==> src/sv/pnc_pkg.sv <==
// ----------------------------------------------------------------------------
// pnc_pkg: shared definitions for the chunk peak normalizer
// Sample format, fixed-point constants and the magnitude helper.
// ----------------------------------------------------------------------------
package pnc_pkg;

	localparam int SAMPLE_W    = 24;
	localparam int FRAC_W      = 20;
	localparam int QUOT_W      = FRAC_W + 1;
	localparam int CHUNK_DEPTH = 64;

	localparam logic [SAMPLE_W-1:0] ONE_Q20 = SAMPLE_W'(1) << FRAC_W;

	typedef logic [SAMPLE_W-1:0] sample_t;

	// |v| of a signed Q3.20 word; -2^23 maps to 2^23, still fits unsigned
	function automatic sample_t mag24(input sample_t v);
		sample_t m;
		m = v[SAMPLE_W-1] ? SAMPLE_W'(~v + SAMPLE_W'(1)) : v;
		return m;
	endfunction

endpackage

==> src/sv/pnc_store.sv <==
// ----------------------------------------------------------------------------
// pnc_store: chunk sample memory
// One write port, one read port with registered read data.
// ----------------------------------------------------------------------------
module pnc_store #(
	parameter int DEPTH  = pnc_pkg::CHUNK_DEPTH,
	parameter int ADDR_W = (DEPTH > 1) ? $clog2(DEPTH) : 1
) (
	input  logic                clk,
	input  logic                wr_en,
	input  logic [ADDR_W-1:0]   wr_addr,
	input  pnc_pkg::sample_t    wr_data,
	input  logic                rd_en,
	input  logic [ADDR_W-1:0]   rd_addr,
	output pnc_pkg::sample_t    rd_data
);

	pnc_pkg::sample_t mem [DEPTH];

	always_ff @(posedge clk) begin
		if (wr_en) begin
			mem[wr_addr] <= wr_data;
		end
		if (rd_en) begin
			rd_data <= mem[rd_addr];
		end
	end

endmodule

==> src/sv/pnc_div.sv <==
// ----------------------------------------------------------------------------
// pnc_div: serial restoring divider
// Computes floor(mag * 2^20 / peak) for mag <= peak, one quotient bit per cycle.
// ----------------------------------------------------------------------------
module pnc_div (
	input  logic                          clk,
	input  logic                          arst_n,
	input  logic                          start,
	input  pnc_pkg::sample_t              dividend,
	input  pnc_pkg::sample_t              divisor,
	output logic                          done,
	output logic [pnc_pkg::QUOT_W-1:0]    quotient
);

	localparam int CNT_W = $clog2(pnc_pkg::FRAC_W + 1);

	pnc_pkg::sample_t          rem_q;
	logic [CNT_W-1:0]          cnt_q;
	logic                      busy_q;
	logic                      done_q;
	logic [pnc_pkg::QUOT_W-1:0] quot_q;

	logic [pnc_pkg::SAMPLE_W:0] trial;
	logic [pnc_pkg::SAMPLE_W:0] diff;
	logic                       ge;
	logic                       ge0;

	assign trial = {rem_q, 1'b0};
	assign ge    = trial >= {1'b0, divisor};
	assign diff  = trial - {1'b0, divisor};
	// integer bit of the quotient: dividend never exceeds divisor
	assign ge0   = dividend >= divisor;

	always_ff @(posedge clk or negedge arst_n) begin
		if (!arst_n) begin
			busy_q <= 1'b0;
			done_q <= 1'b0;
			cnt_q  <= '0;
			rem_q  <= '0;
			quot_q <= '0;
		end else begin
			done_q <= 1'b0;
			if (start) begin
				rem_q  <= ge0 ? pnc_pkg::sample_t'(dividend - divisor) : dividend;
				quot_q <= pnc_pkg::QUOT_W'(ge0);
				cnt_q  <= CNT_W'(pnc_pkg::FRAC_W);
				busy_q <= 1'b1;
			end else if (busy_q) begin
				rem_q  <= ge ? diff[pnc_pkg::SAMPLE_W-1:0] : trial[pnc_pkg::SAMPLE_W-1:0];
				quot_q <= {quot_q[pnc_pkg::QUOT_W-2:0], ge};
				cnt_q  <= cnt_q - CNT_W'(1);
				if (cnt_q == CNT_W'(1)) begin
					busy_q <= 1'b0;
					done_q <= 1'b1;
				end
			end
		end
	end

	assign done     = done_q;
	assign quotient = quot_q;

endmodule

==> src/sv/peak_normalize_chunk_unit.sv <==
// ----------------------------------------------------------------------------
// peak_normalize_chunk_unit: chunk peak normalizer, Q3.20 audio
// Buffers a chunk, tracks its peak and emits it scaled so |peak| <= 1.0.
// ----------------------------------------------------------------------------
// Samples are taken one per cycle while the chunk is collected; non-finite
// samples are stored as zero and samples beyond CHUNK_DEPTH are dropped.
// The request carrying tlast starts emission of the stored chunk, during
// which no input is taken. Each output sample is passed on unchanged when
// the peak is at most 1.0 and otherwise scaled by the single serial divider
// that produces one quotient bit per cycle (21 bits); the next sample is read
// only once the output side has taken the current one with tready high.
module peak_normalize_chunk_unit #(
	parameter int CHUNK_DEPTH = pnc_pkg::CHUNK_DEPTH
) (
	input  logic                          clk,
	input  logic                          arst_n,
	input  logic                          s_axis_tvalid,
	output logic                          s_axis_tready,
	input  logic [pnc_pkg::SAMPLE_W-1:0]  s_axis_tdata,   // [23:0] sample_in
	input  logic                          s_axis_tuser,   // [0] not_finite
	input  logic                          s_axis_tlast,
	output logic                          m_axis_tvalid,
	input  logic                          m_axis_tready,
	output logic [pnc_pkg::SAMPLE_W-1:0]  m_axis_tdata,   // [23:0] sample_out
	output logic                          m_axis_tlast
);

	localparam int ADDR_W = (CHUNK_DEPTH > 1) ? $clog2(CHUNK_DEPTH) : 1;
	localparam int CNT_W  = $clog2(CHUNK_DEPTH + 1);
	localparam logic [CNT_W-1:0] DEPTH_CNT = CNT_W'(CHUNK_DEPTH);

	typedef enum logic [2:0] {
		ST_IN,
		ST_RD,
		ST_LD,
		ST_DIV,
		ST_OUT
	} state_t;

	state_t            state_q;
	logic [CNT_W-1:0]  fill_q;
	logic [CNT_W-1:0]  idx_q;
	pnc_pkg::sample_t  peak_q;
	logic              neg_q;
	pnc_pkg::sample_t  out_data_q;
	logic              out_last_q;

	logic              in_req;
	logic              wr_en;
	pnc_pkg::sample_t  in_sample;
	pnc_pkg::sample_t  in_mag;
	pnc_pkg::sample_t  rd_data;
	pnc_pkg::sample_t  rd_mag;
	logic              pass;
	logic              div_start;
	logic              div_done;
	logic [pnc_pkg::QUOT_W-1:0] quot;
	pnc_pkg::sample_t  quot_ext;
	pnc_pkg::sample_t  scaled;
	logic              is_last;

	assign s_axis_tready = (state_q == ST_IN);
	assign in_req        = s_axis_tvalid && s_axis_tready;
	assign in_sample     = s_axis_tuser ? '0 : s_axis_tdata;
	assign in_mag        = pnc_pkg::mag24(in_sample);
	assign wr_en         = in_req && (fill_q < DEPTH_CNT);

	assign pass      = peak_q <= pnc_pkg::ONE_Q20;
	assign rd_mag    = pnc_pkg::mag24(rd_data);
	assign div_start = (state_q == ST_LD) && !pass;
	assign quot_ext  = pnc_pkg::SAMPLE_W'(quot);
	assign scaled    = neg_q ? pnc_pkg::sample_t'(~quot_ext + pnc_pkg::SAMPLE_W'(1)) : quot_ext;
	assign is_last   = CNT_W'(idx_q + CNT_W'(1)) == fill_q;

	pnc_store #(
		.DEPTH  (CHUNK_DEPTH),
		.ADDR_W (ADDR_W)
	) u_store (
		.clk     (clk),
		.wr_en   (wr_en),
		.wr_addr (fill_q[ADDR_W-1:0]),
		.wr_data (in_sample),
		.rd_en   (state_q == ST_RD),
		.rd_addr (idx_q[ADDR_W-1:0]),
		.rd_data (rd_data)
	);

	pnc_div u_div (
		.clk      (clk),
		.arst_n   (arst_n),
		.start    (div_start),
		.dividend (rd_mag),
		.divisor  (peak_q),
		.done     (div_done),
		.quotient (quot)
	);

	always_ff @(posedge clk or negedge arst_n) begin
		if (!arst_n) begin
			state_q    <= ST_IN;
			fill_q     <= '0;
			idx_q      <= '0;
			peak_q     <= '0;
			neg_q      <= 1'b0;
			out_data_q <= '0;
			out_last_q <= 1'b0;
		end else begin
			case (state_q)
				ST_IN: begin
					if (wr_en) begin
						fill_q <= fill_q + CNT_W'(1);
						if (in_mag > peak_q) begin
							peak_q <= in_mag;
						end
					end
					if (in_req && s_axis_tlast) begin
						idx_q   <= '0;
						state_q <= ST_RD;
					end
				end
				ST_RD: begin
					state_q <= ST_LD;
				end
				ST_LD: begin
					neg_q      <= rd_data[pnc_pkg::SAMPLE_W-1];
					out_last_q <= is_last;
					if (pass) begin
						out_data_q <= rd_data;
						state_q    <= ST_OUT;
					end else begin
						state_q <= ST_DIV;
					end
				end
				ST_DIV: begin
					if (div_done) begin
						out_data_q <= scaled;
						state_q    <= ST_OUT;
					end
				end
				ST_OUT: begin
					if (m_axis_tready) begin
						if (out_last_q) begin
							fill_q  <= '0;
							peak_q  <= '0;
							state_q <= ST_IN;
						end else begin
							idx_q   <= idx_q + CNT_W'(1);
							state_q <= ST_RD;
						end
					end
				end
				default: begin
					state_q <= ST_IN;
				end
			endcase
		end
	end

	assign m_axis_tvalid = (state_q == ST_OUT);
	assign m_axis_tdata  = out_data_q;
	assign m_axis_tlast  = out_last_q;

endmodule

==> config.mk <==
export PLATFORM = sky130hd
export DESIGN_NAME = peak_normalize_chunk_unit
export DESIGN_NICKNAME = d
export VERILOG_FILES = /design/src/sv/pnc_pkg.sv /design/src/sv/pnc_store.sv /design/src/sv/pnc_div.sv /design/src/sv/peak_normalize_chunk_unit.sv
export SDC_FILE = /design/constraint.sdc
export NUM_CORES = 2
export LEC_CHECK = 0
export ABC_AREA = 1
export BUFFER_PORTS_ARGS = -buffer_cell sky130_fd_sc_hd__buf_2
export CELL_PAD_IN_SITES_DETAIL_PLACEMENT = 1
export CELL_PAD_IN_SITES_GLOBAL_PLACEMENT = 1
export CORE_MARGIN = 2
export CORE_UTILIZATION = 47
export DETAILED_ROUTE_END_ITERATION = 10
export PLACE_DENSITY = 0.74
export SKIP_CTS_REPAIR_TIMING = 1
export SYNTH_ARGS = -nofsm -noshare
export SYNTH_HDL_FRONTEND = slang
export SYNTH_SLANG_ARGS = --single-unit
==> constraint.sdc <==
create_clock -name clk -period 3.4 [get_ports clk]
set_input_delay 0.68 -clock clk [delete_from_list [all_inputs] [get_ports clk]]
set_output_delay 0.68 -clock clk [all_outputs]
set_load 0.01 [all_outputs]
## After elaboration in Yosys (flattened, before gate mapping)

Memories as Yosys holds them, arrays and structs flattened. A register that Yosys moved wholly into a read port is not among the register bits.
Index checks and enable logic that the tools add are counted.

- Eq/ne operators: 14
- Reductions and logical operators: 14
- $lt $le $gt $ge: 5
- Bitwise logic cells: 3
- Mux-type cells: 42
- Add/subtract/negate cells: 8

Operators by type and width:

| cell | count |
|---|---|
| 24-bit 2-to-1 mux | 14 |
| 24-bit case mux with 2 select lines | 2 |
| 24-bit by 1-bit adder with 24-bit output, second input constant | 3 |
| 24-bit NOT | 2 |
| 24-bit subtractor | 2 |
| 21-bit 2-to-1 mux | 2 |
| 7-bit 2-to-1 mux | 6 |
| 7-bit case mux with 2 select lines | 2 |
| 25-bit by 24-bit >= comparator with 1-bit output | 1 |
| 24-bit >= comparator | 1 |
| 24-bit > comparator | 1 |
| 24-bit by 21-bit <= comparator with 1-bit output, second input constant | 1 |
| 21-bit NOT with 24-bit output | 1 |
| 3-bit case mux with 5 select lines | 1 |
| 7-bit by 1-bit adder with 7-bit output, second input constant | 2 |
| 3-bit 2-to-1 mux | 4 |
| 2-bit by 1-bit != test with 1-bit output, second input constant | 6 |
| 5-bit 2-to-1 mux | 2 |
| 1-bit 2-to-1 mux | 9 |
| 4-bit AND reduction | 2 |
| 7-bit equality test | 1 |
| 7-bit less-than comparator, second input constant | 1 |
| 3-bit by 2-bit equality test with 1-bit output, second input constant | 2 |
| 3-bit AND reduction | 2 |
| 10 further kinds | 16 |

- Logic and storage cells: 99
- Output and inout port bits: 27
- Flip-flop bits (word level): 119
- Bits of input ports: 30
- Memories kept: 1
- Memory bits (writable): 1,536

Memory list:

| memory | depth | width | rd ports | clocked after Yosys merged registers in | wr ports | RTL line | text |
|---|---|---|---|---|---|---|---|
| u_store.mem | 64 | 24 | 1 | 1 | 1 | pnc_store.sv:18 | `pnc_pkg::sample_t mem [DEPTH];` |

## Longest topological paths before layout

- Word-level depth: 8
- Gate-level depth with buffers: 25

## Hierarchy

Synthesis repeated with hierarchy kept, for this count alone.

- Cells, all modules: 7,401
- Area, all modules: 75,795.2 um^2

Modules (own cells, without submodules):

| module | area each (um^2) | cells each | instances | sequential area each (um^2) |
|---|---|---|---|---|
| pnc_store | 62,995.4 | 5,230 | 1 | 46,844.9 |
| pnc_div | 6,668.9 | 1,200 | 1 | 1,301.2 |
| peak_normalize_chunk_unit | 6,130.9 | 971 | 1 | 1,676.6 |

## Worst setup path after synthesis

Ideal clock, no wire load.

- Path kind: in2reg
- From: input port s_axis_tuser
- To: register peak_q[3]
- Path buffers: 2
- Slack: -1.585 ns
- Arrival time: 4.868 ns
- Library setup time: 0.117 ns
- Stages: 23
- Path through: buf_4 -> nor2_1 -> inv_1 -> ha_1 -> nand3_1 -> nor2_4 -> nand4_1 -> nand2_1 -> nand2_1 -> nand2_1 -> ha_1 -> nand2_1 -> nor2_1 -> nand4_1 -> nor3_1 -> nand2_1 -> nand3_1 -> nand2_1 -> nand2_1 -> nand2_2 -> buf_4 -> nand2_1 -> nand2_1

- Longest elaborated chain between the ends: 7
- Elaborated cells between the ends (all ways): 10

Ends and longest elaborated chain:

| element | RTL line | text |
|---|---|---|
| from (decl) | peak_normalize_chunk_unit.sv:20 | `input logic s_axis_tuser,` |
| 24-bit 2-to-1 mux (*) | peak_normalize_chunk_unit.sv:64 | `assign in_sample = s_axis_tuser ? '0 : s_axis_tdata;` |
| 24-bit NOT | pnc_pkg.sv:19 | `m = v[SAMPLE_W-1] ? SAMPLE_W'(~v + SAMPLE_W'(1)) : v;` |
| 24-bit by 1-bit adder with 24-bit output | pnc_pkg.sv:19 |  |
| 24-bit 2-to-1 mux (*) | pnc_pkg.sv:19 |  |
| named net in_mag[0] | peak_normalize_chunk_unit.sv:51 | `pnc_pkg::sample_t in_mag;` |
| 24-bit > comparator (*) | peak_normalize_chunk_unit.sv:112 | `if (in_mag > peak_q) begin` |
| 2-bit by 1-bit != test with 1-bit output (no line) (*) | n/a |  |
| 5-bit AND reduction (no line) (*) | n/a |  |
| to (signal assigned) | peak_normalize_chunk_unit.sv:113 | `peak_q <= in_mag;` |
| to (decl) | peak_normalize_chunk_unit.sv:43 | `pnc_pkg::sample_t peak_q;` |

Mark *: on every way through the listed nets, which the timed path passes. The rest lies on a longest branch. The select of a mux whose other input is x is not followed.
A chain may end at the register's enable or synchronous reset.

==> out/metrics.yaml <==
status:
  status: "finished clean"
finish:
  filler_cell_count: 15800
  fin_util_pct: 54.6
  layout_common_cells: "edfxtp_1, nor2_1, o21ai_0, nand2_1, buf_4"
  area_delta_synth_final_pct: 15.1
  nets: 6661
  final_common_cell: "edfxtp_1"
  drive_gt1_share_pct: 13.3
placed_design:
  portBuffers: 56
  pre_cts_slack_ns: -0.440
  finalWeightedCongestion: 0.937
  detailed_place_hpwl_mm: 150
die:
  start_util_pct: 47.5
  coreArea_sq_um: 152000
  die_x_microns: 396
  pin_count: 57
  die_area_sq_um: 157000
  rows: 143
  die_y_microns: 396
routing:
  ant_nets: 0
  wl_per_cell_microns: 28.0
  wirelength_mm: 244
  drc: 0
  via_per_inst: 6.17
  dr.pass1.iters: 5
  drt_iter0_markers: 5930
  vias: 53800
clock_network:
  path_clk_slew_ns: 0.06
  cts_tree: "yes"
  cts_root_buffer: "clkbuf_16"
  clock_latency_ns: 0.85
  clk_path_buf_depth: 3
  numCtsBuffers: 175
  cts_htree_levels: 4
  clkSinkCount: 1679
setup_path:
  path_buf_inv: 3
  crit_arrival_ns: 3.89
  cpPeakStageDelay_ns: 0.64
  r2r-start: "idx_q[0]"
  path_cells: "inv_8 > buf_12 > buf_4 > o21ai_0 > o221ai_1 > nand3_1 > nand4_1 > nand3_1 > nand2_1"
  critPathLaunchType: "flip-flop"
  r2r_slack_ns: 0.12
  r2r_end: "u_store.rd_data[22]"
  reg2regPathDepth: 9
  worstSetupPathType: "reg -> reg"
  path_delay_family: "buffers and inverters"
  path_max_fanout: 86
  crit_top_cell: "nand3_1"
  cp.required_ns: 4.00
  slowest_stage: "dfrtp_4"
  crit_path_end_kind: "flip-flop"
global_routing:
  grt_pass1_wl_mm: 360
  grt_pass1_vias: 55900
  grt_max_degree: 106
  track_usage_pct: 30.7
  grt_antenna_before_repair: 4
  grt_overflow_total: 0
synthesis:
  syn-num-nets: 6406
  ys_seq_area_share_pct: 68.9
  synth_area_sq_um: 72300
  synth_xor_area_share_pct: 0.617
  synth_top_area_share_pct: 64.7
  yosys-top-cells-area: "edfxtp_1, o21ai_0, nor2_1"
  yosys.area_share.simple_pct: 13.6
  avgSynthCellArea_sq_um: 11.5
  ys_ff_latch: 1679
  netlist_instances: 6295
  yosysUniqueCellTypes: 51
  synth_compound_area_share_pct: 11.6
  synth_largest_area_cell: "edfxtp_1"
  synth_edf_count: 1560
  synth_warnings: 0
  async_flop_share_pct: 7.09
  synthMuxAreaShare_pct: 0
  synth_fa_ha_area_share_pct: 1.42
  ys.flop_type: "edfxtp_1"
  synth_top_family_by_area: "simple AND/OR/NAND/NOR gates"
hold_path:
  min_to: "state_q[2]"
  hp-class: "in -> reg"
  min_from: "m_axis_tready"
  holdPathStages: 3
sta:
  tightest_slew_ns: 0.998
  setup_tns_ns: 0
  grt_setup_unrepaired: "yes"
  fin_crit_sh_pct: 96.5
  max_freq_ghz: 0.305
  period_minus_slack_ns: 3.28
  fin_ws_ns: 0.118
  finalClockSkew_ns: 0.0608
  finalSetupViolations: 0
  hold_violations: 0
  maxSlewHeadroom_pct: 33.5
  slew_violations: 0
flow_run:
  cap_violations: 0
power_and_ir_drop:
  power_density_nw_per_um2: 810
  peakVddDrop_mv: 0.540
  p_leak_nw: 29.8
synthesized netlist by cell type (119+ instances only):
master and instances:
buf_2 124, clkbuf_1 216, dfrtp_1 119, edfxtp_1 1560, inv_1 293, nand2_1 835
nand3_1 300, nand4_1 132, nor2_1 990, o21ai_0 841, o221ai_1 152, o22ai_1 240
metrics by stage:
stage / power [mW] / instance area [sq um] / hold slack [ns] / std cells
after floorplan: 39.1 / 72500 / 0.384 / 6295
after CTS: 67.1 / 83000 / -0.111 / 8714
after global placement: 47.2 / 77400 / 0.460 / 8398
final: 67.4 / 83300 / 0.183 / 8721
after detailed placement: 48.1 / 77400 / 0.459 / 8398
after global routing: 70.8 / 83300 / 0.168 / 8719
layout make-up:
type	count	area [sq um]	area share, %
Inverter	313	1210	1.46
Sequential cell	1679	49800	59.8
Clock buffer	222	4630	5.56
Clock inverter	94	1010	1.21
Tap cell	2030	2540	3.05
Timing Repair Buffer	454	3890	4.67
Antenna cell	2	5.00	0.00601
Multi-Input combinational cell	3927	20200	24.2
sequential cells by signal, indices dropped and copies added (netlist names):
name,count
m_axis_tdata,24
u_div.cnt_q,5
u_div.rem_q,24
fill_q,7
peak_q,24
neg_q,1
u_div.done,1
m_axis_tlast,1
state_q,3
u_store.mem,1536
u_store.rd_data,24
idx_q,7
u_div.quotient,21
u_div.busy_q,1
worst reg2reg max path: stages, from the launching register on:
cell,delay (ns)
dfrtp_4,0.64
inv_8,0.57
buf_12,0.33
buf_4,0.27
o21ai_0,0.12
o221ai_1,0.20
nand3_1,0.15
nand4_1,0.11
nand3_1,0.35
nand2_1,0.34
logic make-up (layout without fill, tap and decap cells):
| kind of cell | after synthesis | in the layout |
|---|---|---|
| adder cells (fa/ha/maj) | 81 | 81 |
| XOR/XNOR | 51 | 51 |
| AO/OA/AOI/OAI | 1447 | 1447 |
| AND/OR/NAND/NOR | 2348 | 2348 |
| flip-flops | 1679 | 1679 |
| other | 0 | 2 |
| buffers and inverters | 689 | 1083 |
worst max path at each step:
stage          slack [ns]  cells past startpoint                 from             endpoint
4_1_cts             -0.19                     19   u_store.rd_data[8]       u_div.rem_q[5]
5_1_grt             -0.03                     23  u_store.rd_data[11]       u_div.rem_q[1]
3_3_place_gp        -0.30                     24         s_axis_tuser            peak_q[2]
3_5_place_dp        -0.44                     23         s_axis_tuser           peak_q[17]
2_1_floorplan       -0.20                     24         s_axis_tuser           peak_q[20]
6_report             0.12                      9             idx_q[0]  u_store.rd_data[22]
per-layer routing:
layer | wire length, microns | GRT usage [%] | vias to the layer above | part of all wire (%)
li1 | - | - | 23300 | -
met1 | 97800 | 40.5 | 27600 | 40
met2 | 117000 | 50.5 | 2412 | 48
met3 | 18100 | 4.70 | 541 | 7.4
met4 | 11200 | 13.8 | 2 | 4.6
met5 | 13 | 0 | - | 0.0053
report_power, final:
part	total [mW]	internal (mW)	switching (mW)
logic	24.2	7.85	16.3
registers	24.3	23.5	0.771
clock network	19.0	10.7	8.30
total	67.4	42.0	25.4
Power figures use the tool's default switching activity.
